==> src/hdl/heading_pid_turn_controller_core_assert.svh <==
// ----------------------------------------------------------------------------
// heading pid turn controller assertion macros
// concurrent checks clocked on clk, disabled while rst_n is low
// ----------------------------------------------------------------------------
`ifndef HEADING_PID_TURN_CONTROLLER_CORE_ASSERT_SVH
`define HEADING_PID_TURN_CONTROLLER_CORE_ASSERT_SVH

`ifndef NO_ASSERTIONS

// condition in this cycle implies consequence in the same cycle
`define HPTC_ASSERT_NOW(label, cond, cons) \
    label: assert property (@(posedge clk) disable iff (!rst_n) (cond) |-> (cons)) \
        else $error("hptc check failed");

// condition in this cycle implies consequence in the next cycle
`define HPTC_ASSERT_NEXT(label, cond, cons) \
    label: assert property (@(posedge clk) disable iff (!rst_n) (cond) |=> (cons)) \
        else $error("hptc check failed");

`else

`define HPTC_ASSERT_NOW(label, cond, cons)
`define HPTC_ASSERT_NEXT(label, cond, cons)

`endif

`endif

==> src/hdl/hptc_pkg.sv <==
// ----------------------------------------------------------------------------
// hptc_pkg
// widths, reset values and register indexes of the heading pid controller
// ----------------------------------------------------------------------------
package hptc_pkg;

    // default parameter values
    localparam int HPTC_ANGLE_FRAC_BITS = 8;
    localparam int HPTC_POWER_WIDTH     = 24;

    // fixed field widths
    localparam int HEADING_W   = 17;
    localparam int GAIN_W      = 16;
    localparam int CAP_W       = 24;
    localparam int ERR_W       = 17;
    localparam int ESUM_W      = 24;
    localparam int CFG_DATA_W  = 24;
    localparam int CFG_INDEX_W = 3;

    // register reset values
    localparam logic [HEADING_W-1:0]    TARGET_RESET = '0;
    localparam logic [GAIN_W-1:0]       GAIN_P_RESET = 16'd563;
    localparam logic [GAIN_W-1:0]       GAIN_I_RESET = '0;
    localparam logic [GAIN_W-1:0]       GAIN_D_RESET = '0;
    localparam logic signed [CAP_W-1:0] CAP_RESET    = 24'sh7FFFFF;

    // configuration register indexes
    typedef enum logic [CFG_INDEX_W-1:0] {
        REG_TARGET_HEADING = 3'd0,
        REG_GAIN_P         = 3'd1,
        REG_GAIN_I         = 3'd2,
        REG_GAIN_D         = 3'd3,
        REG_INTEGRAL_CAP   = 3'd4
    } cfg_index_t;

endpackage

==> src/hdl/heading_pid_turn_controller_core.sv <==
// ----------------------------------------------------------------------------
// heading_pid_turn_controller_core
// heading pid with wrapped error, integral zone, capped i term and done flag
// ----------------------------------------------------------------------------
//  channel | handshake             | payload
//  --------+-----------------------+-------------------------------------------
//  in      | in_valid / in_stall   | heading, first_sample
//  out     | out_valid / out_stall | drive_power, wrapped_error, done_res
//  cfg     | cfg_write             | cfg_index, cfg_data
//
//  four register stages: input, error and integral, products, result;
//  out_valid marks a loaded result; one result per cycle while out_stall is low
//  the integral and previous error update as a request leaves the input stage
//  each stage advances when empty or when the stage after it advances,
//  so bubbles are filled while a finished result waits on out_stall
//  reset empties the pipeline and loads the register defaults
// ----------------------------------------------------------------------------
module heading_pid_turn_controller_core
    import hptc_pkg::*;
#(
    parameter int ANGLE_FRAC_BITS = HPTC_ANGLE_FRAC_BITS,
    parameter int POWER_WIDTH     = HPTC_POWER_WIDTH
)
(
    input  logic                          clk,
    input  logic                          rst_n,

    input  logic                          in_valid,
    output logic                          in_stall,
    input  logic [HEADING_W-1:0]          heading,
    input  logic                          first_sample,

    output logic                          out_valid,
    input  logic                          out_stall,
    output logic signed [POWER_WIDTH-1:0] drive_power,
    output logic signed [ERR_W-1:0]       wrapped_error,
    output logic                          done_res,

    input  logic                          cfg_write,
    input  logic [CFG_INDEX_W-1:0]        cfg_index,
    input  logic [CFG_DATA_W-1:0]         cfg_data
);

    // derived widths and angle constants
    localparam int DIFF_W = ((9 + ANGLE_FRAC_BITS > HEADING_W) ?
                             9 + ANGLE_FRAC_BITS : HEADING_W) + 2;
    localparam int DERIV_W = ERR_W + 1;
    localparam int PP_W    = GAIN_W + 1 + ERR_W;
    localparam int PI_W    = GAIN_W + 1 + ESUM_W;
    localparam int PD_W    = GAIN_W + 1 + DERIV_W;
    localparam int SUM_W   = PI_W + 4;

    localparam logic signed [DIFF_W-1:0] ANG_180 = DIFF_W'(180 << ANGLE_FRAC_BITS);
    localparam logic signed [DIFF_W-1:0] ANG_360 = DIFF_W'(360 << ANGLE_FRAC_BITS);
    localparam logic signed [DIFF_W-1:0] ANG_30  = DIFF_W'(30 << ANGLE_FRAC_BITS);
    localparam int                       TOL_INT = ((7 << ANGLE_FRAC_BITS) + 5) / 10;
    localparam logic signed [DIFF_W-1:0] ANG_TOL = DIFF_W'(TOL_INT);
    localparam logic signed [DIFF_W-1:0] ERR_MAX = DIFF_W'((1 << (ERR_W - 1)) - 1);
    localparam logic signed [DIFF_W-1:0] ERR_MIN = -ERR_MAX - DIFF_W'(1);

    localparam logic signed [ESUM_W:0] ESUM_MAX = (ESUM_W+1)'((1 << (ESUM_W - 1)) - 1);
    localparam logic signed [ESUM_W:0] ESUM_MIN = -ESUM_MAX - (ESUM_W+1)'(1);

    localparam logic signed [SUM_W-1:0] RND_HALF = SUM_W'(64'd1 << (ANGLE_FRAC_BITS - 1));
    localparam logic signed [SUM_W-1:0] PW_MAX   =
        SUM_W'((64'd1 << (POWER_WIDTH - 1)) - 64'd1);
    localparam logic signed [SUM_W-1:0] PW_MIN   = -PW_MAX - SUM_W'(1);

    localparam logic signed [ERR_W-1:0] TOL_ERR = ERR_W'(TOL_INT);

    // configuration registers
    logic [HEADING_W-1:0]    target_heading_reg;
    logic [GAIN_W-1:0]       gain_p_reg;
    logic [GAIN_W-1:0]       gain_i_reg;
    logic [GAIN_W-1:0]       gain_d_reg;
    logic signed [CAP_W-1:0] integral_cap_reg;

    // controller state
    logic signed [ESUM_W-1:0] error_sum_reg;
    logic signed [ERR_W-1:0]  previous_error_reg;

    // pipeline valid bits and stage enables
    logic s0_valid_reg, s1_valid_reg, s2_valid_reg, out_valid_reg;
    logic s0_en, s1_en, s2_en, out_en;

    // stage 0: input request
    logic [HEADING_W-1:0] s0_heading_reg;
    logic                 s0_first_reg;

    // stage 1: error, integral, derivative
    logic signed [ERR_W-1:0]   s1_err_reg;
    logic signed [ESUM_W-1:0]  s1_esum_reg;
    logic signed [DERIV_W-1:0] s1_deriv_reg;
    logic                      s1_done_reg;

    // stage 2: products
    logic signed [PP_W-1:0]  s2_prod_p_reg;
    logic signed [PI_W-1:0]  s2_prod_i_reg;
    logic signed [PD_W-1:0]  s2_prod_d_reg;
    logic signed [ERR_W-1:0] s2_err_reg;
    logic                    s2_done_reg;

    // result register
    logic signed [POWER_WIDTH-1:0] drive_power_reg;
    logic signed [ERR_W-1:0]       wrapped_error_reg;
    logic                          done_reg;

    // stage 1 combinational signals
    logic signed [DIFF_W-1:0]  diff;
    logic signed [DIFF_W-1:0]  diff_wrapped;
    logic signed [DIFF_W-1:0]  diff_sat;
    logic signed [DIFF_W-1:0]  abs_err;
    logic signed [ERR_W-1:0]   err_next;
    logic signed [ESUM_W-1:0]  esum_base;
    logic signed [ESUM_W:0]    esum_wide;
    logic signed [ESUM_W-1:0]  esum_next;
    logic signed [ERR_W-1:0]   prev_used;
    logic signed [DERIV_W-1:0] deriv_next;
    logic                      done_next;

    // stage 2 combinational signals
    logic signed [PP_W-1:0] prod_p_next;
    logic signed [PI_W-1:0] prod_i_next;
    logic signed [PD_W-1:0] prod_d_next;

    // result stage combinational signals
    logic signed [SUM_W-1:0]       p_term;
    logic signed [SUM_W-1:0]       i_round;
    logic signed [SUM_W-1:0]       i_term;
    logic signed [SUM_W-1:0]       d_term;
    logic signed [SUM_W-1:0]       cap_ext;
    logic signed [SUM_W-1:0]       power_sum;
    logic signed [POWER_WIDTH-1:0] power_next;

    // check helpers
    logic s1_load;
    logic pipe_full;
    logic err_in_tol;

    // handshake: a stage moves when it is empty or its successor moves
    assign out_en   = !out_valid_reg || !out_stall;
    assign s2_en    = !s2_valid_reg || out_en;
    assign s1_en    = !s1_valid_reg || s2_en;
    assign s0_en    = !s0_valid_reg || s1_en;
    assign in_stall = !s0_en;

    // configuration write decode
    always_ff @(posedge clk or negedge rst_n)
    begin
        if (!rst_n)
        begin
            target_heading_reg <= TARGET_RESET;
            gain_p_reg         <= GAIN_P_RESET;
            gain_i_reg         <= GAIN_I_RESET;
            gain_d_reg         <= GAIN_D_RESET;
            integral_cap_reg   <= CAP_RESET;
        end
        else if (cfg_write)
        begin
            unique case (cfg_index)
                REG_TARGET_HEADING: target_heading_reg <= cfg_data[HEADING_W-1:0];
                REG_GAIN_P:         gain_p_reg         <= cfg_data[GAIN_W-1:0];
                REG_GAIN_I:         gain_i_reg         <= cfg_data[GAIN_W-1:0];
                REG_GAIN_D:         gain_d_reg         <= cfg_data[GAIN_W-1:0];
                REG_INTEGRAL_CAP:   integral_cap_reg   <= signed'(cfg_data[CAP_W-1:0]);
                default:            ;
            endcase
        end
    end

    // valid bits
    always_ff @(posedge clk or negedge rst_n)
    begin
        if (!rst_n)
        begin
            s0_valid_reg  <= 1'b0;
            s1_valid_reg  <= 1'b0;
            s2_valid_reg  <= 1'b0;
            out_valid_reg <= 1'b0;
        end
        else
        begin
            if (s0_en)
            begin
                s0_valid_reg <= in_valid;
            end
            if (s1_en)
            begin
                s1_valid_reg <= s0_valid_reg;
            end
            if (s2_en)
            begin
                s2_valid_reg <= s1_valid_reg;
            end
            if (out_en)
            begin
                out_valid_reg <= s2_valid_reg;
            end
        end
    end

    // input register
    always_ff @(posedge clk)
    begin
        if (in_valid && s0_en)
        begin
            s0_heading_reg <= heading;
            s0_first_reg   <= first_sample;
        end
    end

    // wrapped and saturated error
    always_comb
    begin
        diff = DIFF_W'(signed'({1'b0, target_heading_reg}))
             - DIFF_W'(signed'({1'b0, s0_heading_reg}));
        if (diff > ANG_180)
        begin
            diff_wrapped = diff - ANG_360;
        end
        else if (diff < -ANG_180)
        begin
            diff_wrapped = diff + ANG_360;
        end
        else
        begin
            diff_wrapped = diff;
        end
        if (diff_wrapped > ERR_MAX)
        begin
            diff_sat = ERR_MAX;
        end
        else if (diff_wrapped < ERR_MIN)
        begin
            diff_sat = ERR_MIN;
        end
        else
        begin
            diff_sat = diff_wrapped;
        end
        err_next  = diff_sat[ERR_W-1:0];
        abs_err   = (diff_sat < 0) ? -diff_sat : diff_sat;
        done_next = (abs_err <= ANG_TOL);
    end

    // integral inside the zone, derivative against the previous error
    always_comb
    begin
        esum_base = s0_first_reg ? '0 : error_sum_reg;
        prev_used = s0_first_reg ? err_next : previous_error_reg;
        esum_wide = (ESUM_W+1)'(esum_base) + (ESUM_W+1)'(err_next);
        if ((abs_err < ANG_30) && (err_next != '0))
        begin
            if (esum_wide > ESUM_MAX)
            begin
                esum_next = ESUM_MAX[ESUM_W-1:0];
            end
            else if (esum_wide < ESUM_MIN)
            begin
                esum_next = ESUM_MIN[ESUM_W-1:0];
            end
            else
            begin
                esum_next = esum_wide[ESUM_W-1:0];
            end
        end
        else
        begin
            esum_next = '0;
        end
        deriv_next = DERIV_W'(err_next) - DERIV_W'(prev_used);
    end

    // controller state advances as a request enters stage 1
    always_ff @(posedge clk or negedge rst_n)
    begin
        if (!rst_n)
        begin
            error_sum_reg      <= '0;
            previous_error_reg <= '0;
        end
        else if (s0_valid_reg && s1_en)
        begin
            error_sum_reg      <= esum_next;
            previous_error_reg <= err_next;
        end
    end

    // stage 1 register
    always_ff @(posedge clk)
    begin
        if (s0_valid_reg && s1_en)
        begin
            s1_err_reg   <= err_next;
            s1_esum_reg  <= esum_next;
            s1_deriv_reg <= deriv_next;
            s1_done_reg  <= done_next;
        end
    end

    // gain products
    assign prod_p_next = PP_W'(signed'({1'b0, gain_p_reg})) * PP_W'(s1_err_reg);
    assign prod_i_next = PI_W'(signed'({1'b0, gain_i_reg})) * PI_W'(s1_esum_reg);
    assign prod_d_next = PD_W'(signed'({1'b0, gain_d_reg})) * PD_W'(s1_deriv_reg);

    // stage 2 register
    always_ff @(posedge clk)
    begin
        if (s1_valid_reg && s2_en)
        begin
            s2_prod_p_reg <= prod_p_next;
            s2_prod_i_reg <= prod_i_next;
            s2_prod_d_reg <= prod_d_next;
            s2_err_reg    <= s1_err_reg;
            s2_done_reg   <= s1_done_reg;
        end
    end

    // round half up, cap the i term, sum and saturate
    always_comb
    begin
        p_term  = (SUM_W'(s2_prod_p_reg) + RND_HALF) >>> ANGLE_FRAC_BITS;
        i_round = (SUM_W'(s2_prod_i_reg) + RND_HALF) >>> ANGLE_FRAC_BITS;
        d_term  = (SUM_W'(s2_prod_d_reg) + RND_HALF) >>> ANGLE_FRAC_BITS;
        cap_ext = SUM_W'(integral_cap_reg);
        i_term  = (i_round > cap_ext) ? cap_ext : i_round;
        power_sum = p_term + i_term + d_term;
        if (power_sum > PW_MAX)
        begin
            power_next = PW_MAX[POWER_WIDTH-1:0];
        end
        else if (power_sum < PW_MIN)
        begin
            power_next = PW_MIN[POWER_WIDTH-1:0];
        end
        else
        begin
            power_next = power_sum[POWER_WIDTH-1:0];
        end
    end

    // result register
    always_ff @(posedge clk)
    begin
        if (s2_valid_reg && out_en)
        begin
            drive_power_reg   <= power_next;
            wrapped_error_reg <= s2_err_reg;
            done_reg          <= s2_done_reg;
        end
    end

    assign out_valid     = out_valid_reg;
    assign drive_power   = drive_power_reg;
    assign wrapped_error = wrapped_error_reg;
    assign done_res      = done_reg;

    // checks
    assign s1_load    = s0_valid_reg && s1_en;
    assign pipe_full  = s0_valid_reg && s1_valid_reg && s2_valid_reg && out_valid_reg;
    assign err_in_tol = (wrapped_error_reg <= TOL_ERR) && (wrapped_error_reg >= -TOL_ERR);

`include "heading_pid_turn_controller_core_assert.svh"

    `HPTC_ASSERT_NEXT(a_first_zero_deriv, s1_load && s0_first_reg, s1_deriv_reg == '0)
    `HPTC_ASSERT_NEXT(a_zero_err_clears_sum, s1_load && (err_next == '0), error_sum_reg == '0)
    `HPTC_ASSERT_NOW(a_stall_only_when_full, in_stall, pipe_full)
    `HPTC_ASSERT_NOW(a_done_within_tol, out_valid_reg && done_reg, err_in_tol)

endmodule

==> config.mk <==
export PLATFORM = sky130hd
export DESIGN_NAME = heading_pid_turn_controller_core
export DESIGN_NICKNAME = d
export VERILOG_FILES = /design/src/hdl/hptc_pkg.sv /design/src/hdl/heading_pid_turn_controller_core.sv
export VERILOG_INCLUDE_DIRS = /design/src /design/src/hdl
export SDC_FILE = /design/constraint.sdc
export NUM_CORES = 2
export LEC_CHECK = 0
export BUFFER_PORTS_ARGS = -buffer_cell sky130_fd_sc_hd__buf_2
export CAP_MARGIN = 20
export CORE_UTILIZATION = 57
export DETAILED_ROUTE_END_ITERATION = 7
export GPL_TIMING_DRIVEN = 0
export HOLD_SLACK_MARGIN = 0.03
export PLACE_DENSITY = 0.73
export SYNTH_ARGS = -nofsm -noshare
export SYNTH_HDL_FRONTEND = slang
export SYNTH_SLANG_ARGS = --single-unit
==> constraint.sdc <==
create_clock -name clk -period 9.8 [get_ports clk]
set_input_delay 0.98 -clock clk [delete_from_list [all_inputs] [get_ports clk]]
set_output_delay 0.98 -clock clk [all_outputs]
set_load 0.05 [all_outputs]
After elaboration in Yosys (flattened, before gate mapping)
Cells that the tools add are included.

cells by class
  add/subtract/negate cells = 11
  multipliers = 3
  magnitude comparators = 12
  equality and inequality tests = 4
  muxes and demuxes = 12
  reduce and logical (&&, ||, !) cells = 22

operator list
  cell                                                             count
  2-to-1 mux 24 bit                                                5
  2-to-1 mux 19 bit                                                5
  adder 27 x 45 -> 45 bit                                          1
  adder 45 x 28 -> 45 bit                                          1
  greater-than comparator 45 x 24 -> 1 bit, second input constant  1
  less-than comparator 45 x 24 -> 1 bit, second input constant     1
  2-to-1 mux 45 bit                                                1
  adder 41 x 9 -> 42 bit, second input constant                    1
  multiplier 17 x 24 -> 41 bit                                     1
  adder 35 x 9 -> 36 bit, second input constant                    1
  subtractor 17 x 17 -> 18 bit                                     2
  adder 34 x 9 -> 35 bit, second input constant                    1
  multiplier 17 x 18 -> 35 bit                                     1
  greater-than comparator 34 x 24 -> 1 bit                         1
  multiplier 17 x 17 -> 34 bit                                     1
  adder 24 x 17 -> 25 bit                                          1
  greater-than comparator 25 x 24 -> 1 bit, second input constant  1
  less-than comparator 25 x 24 -> 1 bit, second input constant     1
  adder 18 x 18 -> 19 bit, second input constant                   1
  greater-than comparator 19 x 17 -> 1 bit, second input constant  1
  less-or-equal comparator 19 x 9 -> 1 bit, second input constant  1
  less-than comparator 19 x 1 -> 1 bit, second input constant      1
  less-than comparator 19 x 14 -> 1 bit, second input constant     1
  less-than comparator 19 x 17 -> 1 bit, second input constant     1
  14 further kinds                                                 31

word-level totals
  flip-flop bits (word level) = 382
  input bits = 50
  output and inout bits = 44
  logic and storage cells = 89

Depth between registers and ports, before layout
  depth after elaboration = 12
  gate-level depth with buffers = 43
  gate-level depth less buffers = 41

Least setup slack after synthesis
No wires, ideal clock.

  path type = register to register
  start point = register s2_prod_i_reg[7]
  end point = register drive_power_reg[15] (netlist: drive_power[15]) (data pin)
  setup time = 271 ps
  arrival time = 8050 ps
  data required time = 9529 ps
  setup slack = 1479 ps
  cell stages (with the launch flop) = 43
  buffers on the path = 2
  clock period less this slack = 8321 ps
  path through = edfxtp_1 -> ha_1 -> and3_1 -> nand3_1 -> nor2_1 -> nand4_1 -> nor2_1 -> and3_1 -> nand4_1 -> inv_1 -> nand2_1 -> xnor2_1 -> ha_1 -> a21o_1 -> a21o_1 -> a21oi_1 -> nor2b_1 -> o21ai_0 -> [... 7 more ...] -> inv_1 -> fa_1 -> nor2b_1 -> o21ai_0 -> a21boi_1 -> o211ai_1 -> a31oi_1 -> a221oi_1 -> o31ai_1 -> o21a_1 -> o21ai_0 -> o21ai_1 -> a21o_1 -> a21oi_1 -> xnor2_1 -> o31ai_1 -> clkbuf_1 -> o21ai_0

on the way
  cells in the longest elaborated chain, start to end = 7
  elaborated cells between the ends (all ways) = 8
  those cells by class = add/sub: 3; order compare: 3; mux: 2

ends and longest elaborated chain
  what                                      RTL line                                 RTL
  start, declared                           heading_pid_turn_controller_core.sv:98   logic signed [PI_W-1:0] s2_prod_i_reg;
  start signal, assigned                    heading_pid_turn_controller_core.sv:312  s2_prod_i_reg <= prod_i_next;
  adder 41 x 9 -> 42 bit (*)                heading_pid_turn_controller_core.sv:323  i_round = (SUM_W'(s2_prod_i_reg) + RND_HALF) >>> ANGLE_FRAC_BITS;
  greater-than comparator 34 x 24 -> 1 bit  heading_pid_turn_controller_core.sv:326  i_term = (i_round > cap_ext) ? cap_ext : i_round;
  2-to-1 mux 45 bit (*)                     heading_pid_turn_controller_core.sv:326
  adder 27 x 45 -> 45 bit (*)               heading_pid_turn_controller_core.sv:327  power_sum = p_term + i_term + d_term;
  adder 45 x 28 -> 45 bit (*)               heading_pid_turn_controller_core.sv:327
  less-than comparator 45 x 24 -> 1 bit     heading_pid_turn_controller_core.sv:332  else if (power_sum < PW_MIN)
  2-to-1 mux 24 bit                         heading_pid_turn_controller_core.sv:332
  end signal, assigned                      heading_pid_turn_controller_core.sv:347  drive_power_reg <= power_next;
  end, declared                             heading_pid_turn_controller_core.sv:104  logic signed [POWER_WIDTH-1:0] drive_power_reg;

Every way passes the cells marked *; elsewhere a longest branch is shown, timed or not.
A chain may end at the register's enable or synchronous reset.

Worst setup path in the final report
  start point = register s0_heading_reg[0]
  end point = register s1_esum_reg[6] (data pin)

on the way
  cells in the longest elaborated chain, start to end = 12
  elaborated cells between the ends (all ways) = 23
  those cells by class = add/sub: 5; order compare: 8; mux: 8; reduce/logical: 2

ends and longest elaborated chain
  what                                                                              RTL line                                                                          RTL
  start, declared                                                                   heading_pid_turn_controller_core.sv:87                                            logic [HEADING_W-1:0] s0_heading_reg;
  start signal, assigned                                                            heading_pid_turn_controller_core.sv:207                                           s0_heading_reg <= heading;
  subtractor 17 x 17 -> 18 bit (*)                                                  heading_pid_turn_controller_core.sv:216                                           - DIFF_W'(signed'({1'b0, s0_heading_reg}));
  adder 18 x 18 -> 19 bit or less-than comparator 18 x 17 -> 1 bit (tied branches)  heading_pid_turn_controller_core.sv:223, heading_pid_turn_controller_core.sv:221
  2-to-1 mux 19 bit                                                                 heading_pid_turn_controller_core.sv:221                                           else if (diff < -ANG_180)
  2-to-1 mux 19 bit (*)                                                             heading_pid_turn_controller_core.sv:217                                           if (diff > ANG_180)
  less-than comparator 19 x 17 -> 1 bit                                             heading_pid_turn_controller_core.sv:233                                           else if (diff_wrapped < ERR_MIN)
  2-to-1 mux 19 bit                                                                 heading_pid_turn_controller_core.sv:233
  2-to-1 mux 19 bit (*)                                                             heading_pid_turn_controller_core.sv:229                                           if (diff_wrapped > ERR_MAX)
  negator 19 bit or less-than comparator 19 x 1 -> 1 bit (tied branches)            heading_pid_turn_controller_core.sv:242                                           abs_err = (diff_sat < 0) ? -diff_sat : diff_sat;
  2-to-1 mux 19 bit (*)                                                             heading_pid_turn_controller_core.sv:242
  via abs_err[0]                                                                    heading_pid_turn_controller_core.sv:112                                           logic signed [DIFF_W-1:0] abs_err;
  less-than comparator 19 x 14 -> 1 bit (*)                                         heading_pid_turn_controller_core.sv:252                                           if ((abs_err < ANG_30) && (err_next != '0))
  logical AND 1 bit (*)                                                             heading_pid_turn_controller_core.sv:252
  2-to-1 mux 24 bit (*)                                                             heading_pid_turn_controller_core.sv:252
  via esum_next[6]                                                                  heading_pid_turn_controller_core.sv:116                                           logic signed [ESUM_W-1:0] esum_next;
  end signal, assigned                                                              heading_pid_turn_controller_core.sv:295                                           s1_esum_reg <= esum_next;
  end, declared                                                                     heading_pid_turn_controller_core.sv:92                                            logic signed [ESUM_W-1:0] s1_esum_reg;

Mark *: on every way through the listed nets, which the timed path passes. The rest lies on a longest branch.

==> metrics.md <==
| Metric | Value |
|---|---|
| Period utilization | 95.64% |
| Synth Area per Inst | 9.649 um2 |
| Clock Sinks | 361 |
| Number of fill cells | 7,886 |
| CP top delay family | compound AO/OA/AOI/OAI gates |
| Post-DP HPWL | 121.2 mm |
| Starting DRT DRC Count | 2,959 |
| Seq/Total Area, Yosys | 18.86% |
| Largest net degree at the start of global routing | 85 |
| Met3 wire len | 14.77 mm |
| Remaining routing DRC violations | 0 |
| Min Tclk post-route | 9.373 ns |
| WP data required | 10.15 ns |
| Synth area leaders | fa_1, edfxtp_1, ha_1, inv_1, nand2_1 |
| Clock transition at path regs | 0.06 ns |
| Fin. Hold Viols | 0 |
| Max Used Layer | met5 |
| Layout cell share with drive strength beyond 1 | 6.714% |
| Total CTS buffers | 44 |
| Max-slew violation count | 0 |
| Die extent in x | 310.1 um |
| Max frequency | 106.7 MHz |
| I/O Buffers | 93 |
| Final setup vio count | 0 |
| Clock root cell | clkbuf_16 |
| DR WL/cell | 20.91 um |
| Die H | 310.1 um |
| Routed wl met2 | 67.11 mm |
| Synth top area share | 33.67% |
| Max reg flops | 34 |
| CP arrival | 9.73 ns |
| Area added between synthesis and finish | 7.153% |
| Drt pass-1 iters | 6 |
| Routability cong. | 0.9651 |
| Final wirelength | 147.7 mm |
| Initial Util | 57.80% |
| Synth Warn # | 0 |
| Mapped Nets | 6,996 |
| Number of vias per cell | 5.636 |
| Status | complete, no violations |
| Crit Path Category | reg2reg |
| Post-synth EDFFs | 227 |
| Core Box Area | 93,610 um2 |
| Unique masters post-synth | 108 |
| First-pass GRT wire length | 232.2 mm |
| Largest stage delay on the critical path | 0.52 ns |
| Yosys reg bits | 361 |
| Main synth FF type | edfxtp_1 |
| Die ar. | 96,160 um2 |
| Post-synth design cell area | 54,100 um2 |
| Top cells by count, synth | inv_1, fa_1, nand2_1, ha_1, and2_1 |
| Boundary Pins | 94 |
| Worst r2r path cells | 31 |
| Clock tree buffer depth | 3 |
| Synth async-reset ratio | 37.12% |
| RSZ-0062 raised after global routing | no |
| WP depth | 31 |
| CP max stage cell | ha_2 |
| Final ANT Viol Nets | 0 |
| NumNets Final | 7,147 |
| GRT overflow | 0 |
| Relative slew slack | 25.77% |
| Initial antenna violation count | 9 |
| # Max-Cap Violations | 0 |
| WP buf/inv | 4 |
| H-tree levels | 2 |
| HP Class | in2async |
| Clock tree from TritonCTS | done |
| Critical Path Start Type | flop |
| Mapped Cells | 5,607 |
| Final setup TNS | 0 ns |
| Worst-Skew Late Latency | 0.64 ns |
| Vias in the first global route | 41.16k |
| Leading area contributor after synthesis | fa_1 |
| Worst-Margin Slew | 1.082 ns |
| Met1 Wirelength | 58.40 mm |
| Crit Path Max Fanout | 11 |
| Most common cell in the netlist | inv_1 |
| DR vias | 39.80k |
| CP endpoint kind | flop |
| Fin util | 61.93% |
| FP Rows | 112 |
| Crit-path most repeated cell | o21ai_1 |
| Final Skew | 0.02669 ns |
| All-Layer GR Usage | 32.12% |
## placed cells by master, fill, tap and decap left out, drive strengths merged, types with 12 or more instances in the layout
cell and instances:
a211oi 12, a21o 55, a21oi 143, a31oi 17
and2 408, and3 55, buf 131, clkbuf 218
clkinv 16, dfrtp 106, dfstp 28, diode 14
edfxtp 227, fa 910, ha 429, inv 1106
mux2 100, nand2 725, nand2b 38, nand3 73
nand4 31, nor2 196, nor2b 55, nor3 50
nor4 13, o21a 32, o21ai 138, o21bai 18
o31ai 32, or2 13, xnor2 164, xor2 87
## area by class of cell
type                            instances  area, um2  area share (%)
Multi-Input combinational cell       3955      39110           67.47
Sequential cell                       361      10200           17.60
Timing Repair Buffer                  106      670.6           1.157
Antenna cell                           14      35.03         0.06043
Clock buffer                           49       1141           1.968
Buffer                                194      782.0           1.349
Inverter                             1096       4114           7.096
Clock inverter                         33      345.3          0.5957
Tap cell                             1254       1569           2.706
## through the flow
stage	hold WS (ns)	area (um2)	setup slack (ns)	cells
2_1_floorplan	0.4003	54100	1.479	5607
3_3_place_gp	0.4001	56140	-0.7135	6954
3_5_place_dp	0.4052	56360	-0.6202	6966
4_1_cts	0.2994	57890	0.03234	7048
5_1_grt	0.3395	57950	0.007653	7051
6_report	0.3143	57970	0.4274	7062
## kinds of logic (layout without fill, tap and decap cells)
logic type / count (synthesis) / after routing / share of synthesized area [%]
AOI/OAI and AO/OA: 565 / 565 / 6.989
xor gates and xnor gates: 251 / 251 / 4.105
adders and majority gates: 1342 / 1342 / 43.65
buffers and inverters: 1291 / 1478 / 9.019
DFF: 361 / 361 / 18.86
muxes: 107 / 107 / 2.218
other: 0 / 14 / 0
and+or+nand+nor: 1690 / 1690 / 15.16
## worst paths after layout
| path | from | to | slack, ns |
|---|---|---|---|
| max | s0_heading_reg[0]$_DFFE_PP_ | s1_esum_reg[6]$_DFFE_PP_ | 0.43 |
| min | rst_n | gain_p_reg[2]$_DFFE_PN0P_ | 0.31 |
| max reg2reg | s0_heading_reg[0]$_DFFE_PP_ | s1_esum_reg[6]$_DFFE_PP_ | 0.43 |
| min reg2reg | s2_err_reg[5]$_DFFE_PP_ | wrapped_error[5]$_DFFE_PP_ | 0.42 |
| max in group asynchronous | rst_n | s0_valid_reg$_DFFE_PN0N_ | 8.55 |
| min in group clk | s2_err_reg[5]$_DFFE_PP_ | wrapped_error[5]$_DFFE_PP_ | 0.42 |
## layer usage
metal  vias to the layer above  track usage, %
li1                      17930               -
met1                     19870           41.03
met2                      1636           50.08
met3                       358           9.188
met4                         4           16.03
met5                         -               0
## repair_timing
action,CTS,global route
gates resized for setup,15,19
hold endpoints to repair,0,0
hold buffers,0,0
setup buffers,0,1
gates cloned,0,0
pin swaps,0,1
setup endpoints to repair,61,67
Power is left out: the tool's default activity adds up to more than one toggle a clock period on the data nets, which glitch-free logic cannot reach.
